--- config.mk ---
export PLATFORM = sky130hd
export DESIGN_NAME = lzw_ctrl
export DESIGN_NICKNAME = d
export VERILOG_FILES = /design/src/rtl/lzw_pkg.sv /design/src/rtl/lzw_ctrl.sv
export SDC_FILE = /design/constraint.sdc
export NUM_CORES = 1
export LEC_CHECK = 0
export BUFFER_PORTS_ARGS = -buffer_cell sky130_fd_sc_hd__buf_2
export CAP_MARGIN = 10
export CORE_AREA = 2 2 39 41
export DETAILED_ROUTE_END_ITERATION = 10
export DIE_AREA = 0 0 41 43
export HOLD_SLACK_MARGIN = 0.03
export PLACE_DENSITY = 0.54
export SLEW_MARGIN = 20
export SYNTH_ARGS = -nofsm -noshare
export SYNTH_HDL_FRONTEND = slang
export SYNTH_SLANG_ARGS = --single-unit
--- constraint.sdc ---
create_clock -name i_clk -period 1.6 [get_ports i_clk]
set_input_delay 0.08 -clock i_clk [delete_from_list [all_inputs] [get_ports i_clk]]
set_output_delay 0.08 -clock i_clk [all_outputs]
set_load 0.02 [all_outputs]
--- src/rtl/lzw_pkg.sv ---
// Package for the LZW byte encoder: widths, codes, controller states and
// the command/status bundles between controller and datapath. No dependencies.
`default_nettype none
package lzw_pkg;

    localparam int CODE_W        = 12;
    localparam int BYTE_W        = 8;
    localparam int KEY_W         = CODE_W + BYTE_W;
    localparam int DICT_SIZE_DEF = 4096;
    localparam int END_CODE      = 256;
    localparam int FIRST_FREE    = END_CODE + 1;
    localparam int TDATA_IN_W    = 8;
    localparam int TDATA_OUT_W   = 16;

    typedef enum logic [2:0] {
        S_IDLE,
        S_SEARCH,
        S_EMIT_MISS,
        S_EMIT_CUR,
        S_EMIT_EOF
    } t_state;

    typedef struct packed {
        logic load_in;
        logic search;
        logic take_hit;
        logic emit_miss;
        logic emit_cur;
        logic emit_eof;
    } t_dp_cmd;

    typedef struct packed {
        logic have_current;
        logic last_in;
        logic hit;
        logic miss;
        logic out_free;
    } t_dp_status;

endpackage
`default_nettype wire

--- src/rtl/lzw_ctrl.sv ---
// Controller state machine of the LZW byte encoder.
// Depends on lzw_pkg for states and command/status bundles.
`default_nettype none
module lzw_ctrl (
    input  wire               i_clk,
    input  wire               i_rst_n,
    input  wire               i_in_valid,
    input  wire               i_in_last,
    output logic              o_in_ready,
    input  lzw_pkg::t_dp_status i_status,
    output lzw_pkg::t_dp_cmd  o_cmd
);

    lzw_pkg::t_state r_state;
    lzw_pkg::t_state n_state;

    always_ff @(posedge i_clk) begin
        if (!i_rst_n) begin
            r_state <= lzw_pkg::S_IDLE;
        end else begin
            r_state <= n_state;
        end
    end

    always_comb begin
        n_state = r_state;
        case (r_state)
            lzw_pkg::S_IDLE: begin
                if (i_in_valid) begin
                    if (i_status.have_current) begin
                        n_state = lzw_pkg::S_SEARCH;
                    end else if (i_in_last) begin
                        n_state = lzw_pkg::S_EMIT_CUR;
                    end
                end
            end
            lzw_pkg::S_SEARCH: begin
                if (i_status.hit) begin
                    n_state = i_status.last_in ? lzw_pkg::S_EMIT_CUR : lzw_pkg::S_IDLE;
                end else if (i_status.miss) begin
                    n_state = lzw_pkg::S_EMIT_MISS;
                end
            end
            lzw_pkg::S_EMIT_MISS: begin
                if (i_status.out_free) begin
                    n_state = i_status.last_in ? lzw_pkg::S_EMIT_CUR : lzw_pkg::S_IDLE;
                end
            end
            lzw_pkg::S_EMIT_CUR: begin
                if (i_status.out_free) begin
                    n_state = lzw_pkg::S_EMIT_EOF;
                end
            end
            lzw_pkg::S_EMIT_EOF: begin
                if (i_status.out_free) begin
                    n_state = lzw_pkg::S_IDLE;
                end
            end
            default: begin
                n_state = lzw_pkg::S_IDLE;
            end
        endcase
    end

    always_comb begin
        o_cmd      = '0;
        o_in_ready = 1'b0;
        case (r_state)
            lzw_pkg::S_IDLE: begin
                o_in_ready    = 1'b1;
                o_cmd.load_in = i_in_valid;
            end
            lzw_pkg::S_SEARCH: begin
                o_cmd.search   = ~i_status.hit;
                o_cmd.take_hit = i_status.hit;
            end
            lzw_pkg::S_EMIT_MISS: begin
                o_cmd.emit_miss = i_status.out_free;
            end
            lzw_pkg::S_EMIT_CUR: begin
                o_cmd.emit_cur = i_status.out_free;
            end
            lzw_pkg::S_EMIT_EOF: begin
                o_cmd.emit_eof = i_status.out_free;
            end
            default: begin
                o_cmd = '0;
            end
        endcase
    end

endmodule
`default_nettype wire

==> impl_metrics.csv <==
group,metric,value,unit
sta,finalSetupViolCount,0,
drt,wirelength,672,um
clocking,cts_tree,"done",
place,numPortBuffers,15,
yosys,synth_area,292,sq um
sta,relSlewSlack,0.754,
drt,viasPerCell,4.64,
clocking,clock_latency,0.23,ns
cells_and_area,final-seq-area,60.1,sq um
global_routing,antenna_found_initial,0,
setup_path,crit_chain,"nand2_1 -> nor3b_1 -> buf_2",
cells_and_area,multi_input_area,196,sq um
min_path,min_to,"r_state[2]$_SDFFE_PN0P_",
setup_path,path_max_fanout,10,
drt,dr_wl_met2,305,um
setup_path,reg2reg_slack,0.30,ns
setup_path,criticalPathCategory,"register to output pin",
floorplanning,coreArea,1380,sq um
min_path,hold_path_depth,2,
sta,setup_tns,0,ns
cells_and_area,fill_cells,162,
clocking,root_buffer,"clkbuf_4",
drt,wirelength_met1,284,um
place,gp_congestion,0.703,
clocking,h-tree-depth,1,
floorplanning,die_h,43,um
yosys,synth_top_area_cell,"dfxtp_1",
setup_path,worstReg2RegEnd,"r_state[0]$_SDFFE_PN0P_",
yosys,yosys-top-cells-area,"dfxtp_1 21%, mux2i_1 10%, nor4b_4 8.2%",
drt,drc,0,
setup_path,worst_ep_arrival_time,1.36,ns
sta,slew_viol_final,0,
sta,finalHoldViolations,0,
setup_path,slowest_stage,"dfxtp_1",
sta,tightest_slew,0.369,ns
yosys,ys_seq_area_frac,0.206,
floorplanning,rows,14,
setup_path,rr_worst_depth,4,
cells_and_area,largest_reg_flops,3,
clocking,cts.path.max_buffers,2,
floorplanning,die_w,41,um
floorplanning,die-area,1760,sq um
setup_path,worstPathRequired,1.52,ns
global_routing,grt_overflow_total,0,
floorplanning,pin_count,16,
clocking,cts_sinks,3,
yosys,synthCells,36,
setup_path,r2r_start,"r_state[1]$_SDFFE_PN0P_",
power_and_ir_drop,ir_drop,428,uV
drt,drt_iter0_drc,5,
drt,routed.top_layer,"met3",
drt,met3_length,82,um
yosys,avgSynthCellArea,8.10,sq um
min_path,min_from,"i_rst_n",
drt,ant_nets,0,
global_routing,grt_max_degree,11,
global_routing,gr-usage-all-layers,0.0972,
cells_and_area,drive_gt1_frac,0.415,
yosys,synth_top_area_share,0.206,
sta,fmax,692,MHz
global_routing,first_global_vias,274,
clocking,cts_made_buffers,3,
setup_path,startpoint_type,"register",
drt,vias,320,
cells_and_area,n_antenna_cell,0,
yosys,ys_seq_elements,3,
yosys,ys_warn_count,0,
cells_and_area,fin_cells,69,
sta,period_share,0.903,
sta,min_period,1.44,ns
run_status,outcome,"complete, no violations",
setup_path,endpoint_kind,"output pin",
clocking,cts_hold_buf,0,
cells_and_area,top_register,"r_state",
cells_and_area,final_nets,63,
sta,fin_worst_skew,0.00147,ns
place,hpwl,550,um
power_and_ir_drop,p_per_area,1410,nW/um^2
cells_and_area,area_delta_synth_final,34.8,%
place,dp.cells,65,
drt,dr.pass1.iters,2,
clocking,cts_resized,0,
yosys,syn-num-nets,45,
cells_and_area,largestRegisters,"r_state (3)",
clocking,clk_pin_slew,0.04,ns
setup_path,max_stage_delay,0.53,ns
global_routing,grt_pass1_wl,1100,um
drt,wl_per_cell,9.74,um
yosys,synth_cell_types,23,
sta,rsz0062_at_grt,"no",
power_and_ir_drop,total_leakage_power,0.188,nW
floorplanning,start_util,0.211,
run,maxCapViolCount,0,
min_path,hold_class,"input port to register",
clocking,cts_setup_buffers,0,
layer usage:
layer,vias to the layer above,track usage
met5,-,0
met4,0,0.0400
met3,0,0.0785
met2,14,0.141
met1,143,0.0990
li1,163,-
area by class of cell:
class / count / share of cell area
multi-input combinational: 28 / 0.500
timing repair buffer: 16 / 0.210
sequential: 3 / 0.153
clock buffer: 4 / 0.0669
tap: 16 / 0.0510
inverter: 2 / 0.0191
Yosys cell counts:
cell type,count
and2b_1,1
dfxtp_1,3
nor3_1,3
nor4_1,1
a22oi_1,2
nand2b_1,2
o21a_2,1
a21boi_0,1
o211ai_1,1
a31oi_1,1
mux2i_1,3
nor2_1,1
buf_2,1
and3_2,1
inv_1,2
nand2_1,4
nor2b_1,1
nor3b_1,1
nor4b_4,1
a21oi_1,1
buf_6,2
and2_1,1
o21ai_0,1
cells by family (layout without fill, tap and decap cells):
| family | count (synthesis) | count (layout) | synth area share |
|---|---|---|---|
| compound gates | 8 | 8 | 0.189 |
| buf+inv | 5 | 22 | 0.120 |
| flops | 3 | 3 | 0.206 |
| mux | 3 | 3 | 0.103 |
| simple gates | 17 | 17 | 0.382 |
how the worst max path moves through the flow:
| stage | startpoint | endpoint | slack [ns] |
|---|---|---|---|
| CTS | r_state[1]$_SDFFE_PN0P_ | o_cmd[1] | 0.14 |
| global route | r_state[1]$_SDFFE_PN0P_ | o_cmd[1] | 0.03 |
| global placement | r_state[0]$_SDFFE_PN0P_ | r_state[0]$_SDFFE_PN0P_ | 0.32 |
| finish | r_state[1]$_SDFFE_PN0P_ | o_cmd[1] | 0.16 |
| detailed placement | r_state[1]$_SDFFE_PN0P_ | r_state[0]$_SDFFE_PN0P_ | 0.30 |
| floorplan | r_state[2]$_SDFFE_PN0P_ | o_cmd[5] | 0.23 |
power breakdown:
group          switching (W)  internal [W]  total (W)
registers          0.0000537     0.0000964   0.000150
clock network      0.0000389     0.0000934   0.000132
logic               0.000143      0.000128   0.000271
total               0.000236      0.000318   0.000553
per-stage QoR:
stage	worst slack [ns]	total power (W)	area (sq um)	hold slack, ns	utilization
floorplan	0.229	0.000371	292	0.200	-
global placement	0.323	0.000425	367	0.344	0.265
detailed placement	0.298	0.000424	367	0.355	0.265
CTS	0.144	0.000565	393	0.110	0.284
global route	0.0325	0.000610	393	0.131	0.284
finish	0.155	0.000553	393	0.110	0.284
critical path, delay by kind of cell (launching register included):
kind | cells | cell delay (ns)
AND/OR/NAND/NOR | 2 | 0.38
buffers and inverters | 1 | 0.21
flip-flops | 1 | 0.53
cell usage in the layout, fill, tap and decap left out:
cell type  synthesis  routed
and2b_1            1       1
a21oi_1            1       1
clkbuf_4           0       3
nor3_1             3       3
nand2_1            4       4
mux2i_1            3       3
o21a_2             1       1
nor2b_1            1       1
a22oi_1            2       2
nor3b_1            1       1
o211ai_1           1       1
nor2_1             1       1
and3_2             1       1
buf_4              0       1
nor4_1             1       1
nor4b_4            1       1
a31oi_1            1       1
buf_2              1      15
and2_1             1       1
a21boi_0           1       1
o21ai_0            1       1
nand2b_1           2       2
inv_1              2       2
dfxtp_1            3       3
clkbuf_1           0       1
Note: power is estimated with default switching activity, not from simulation.
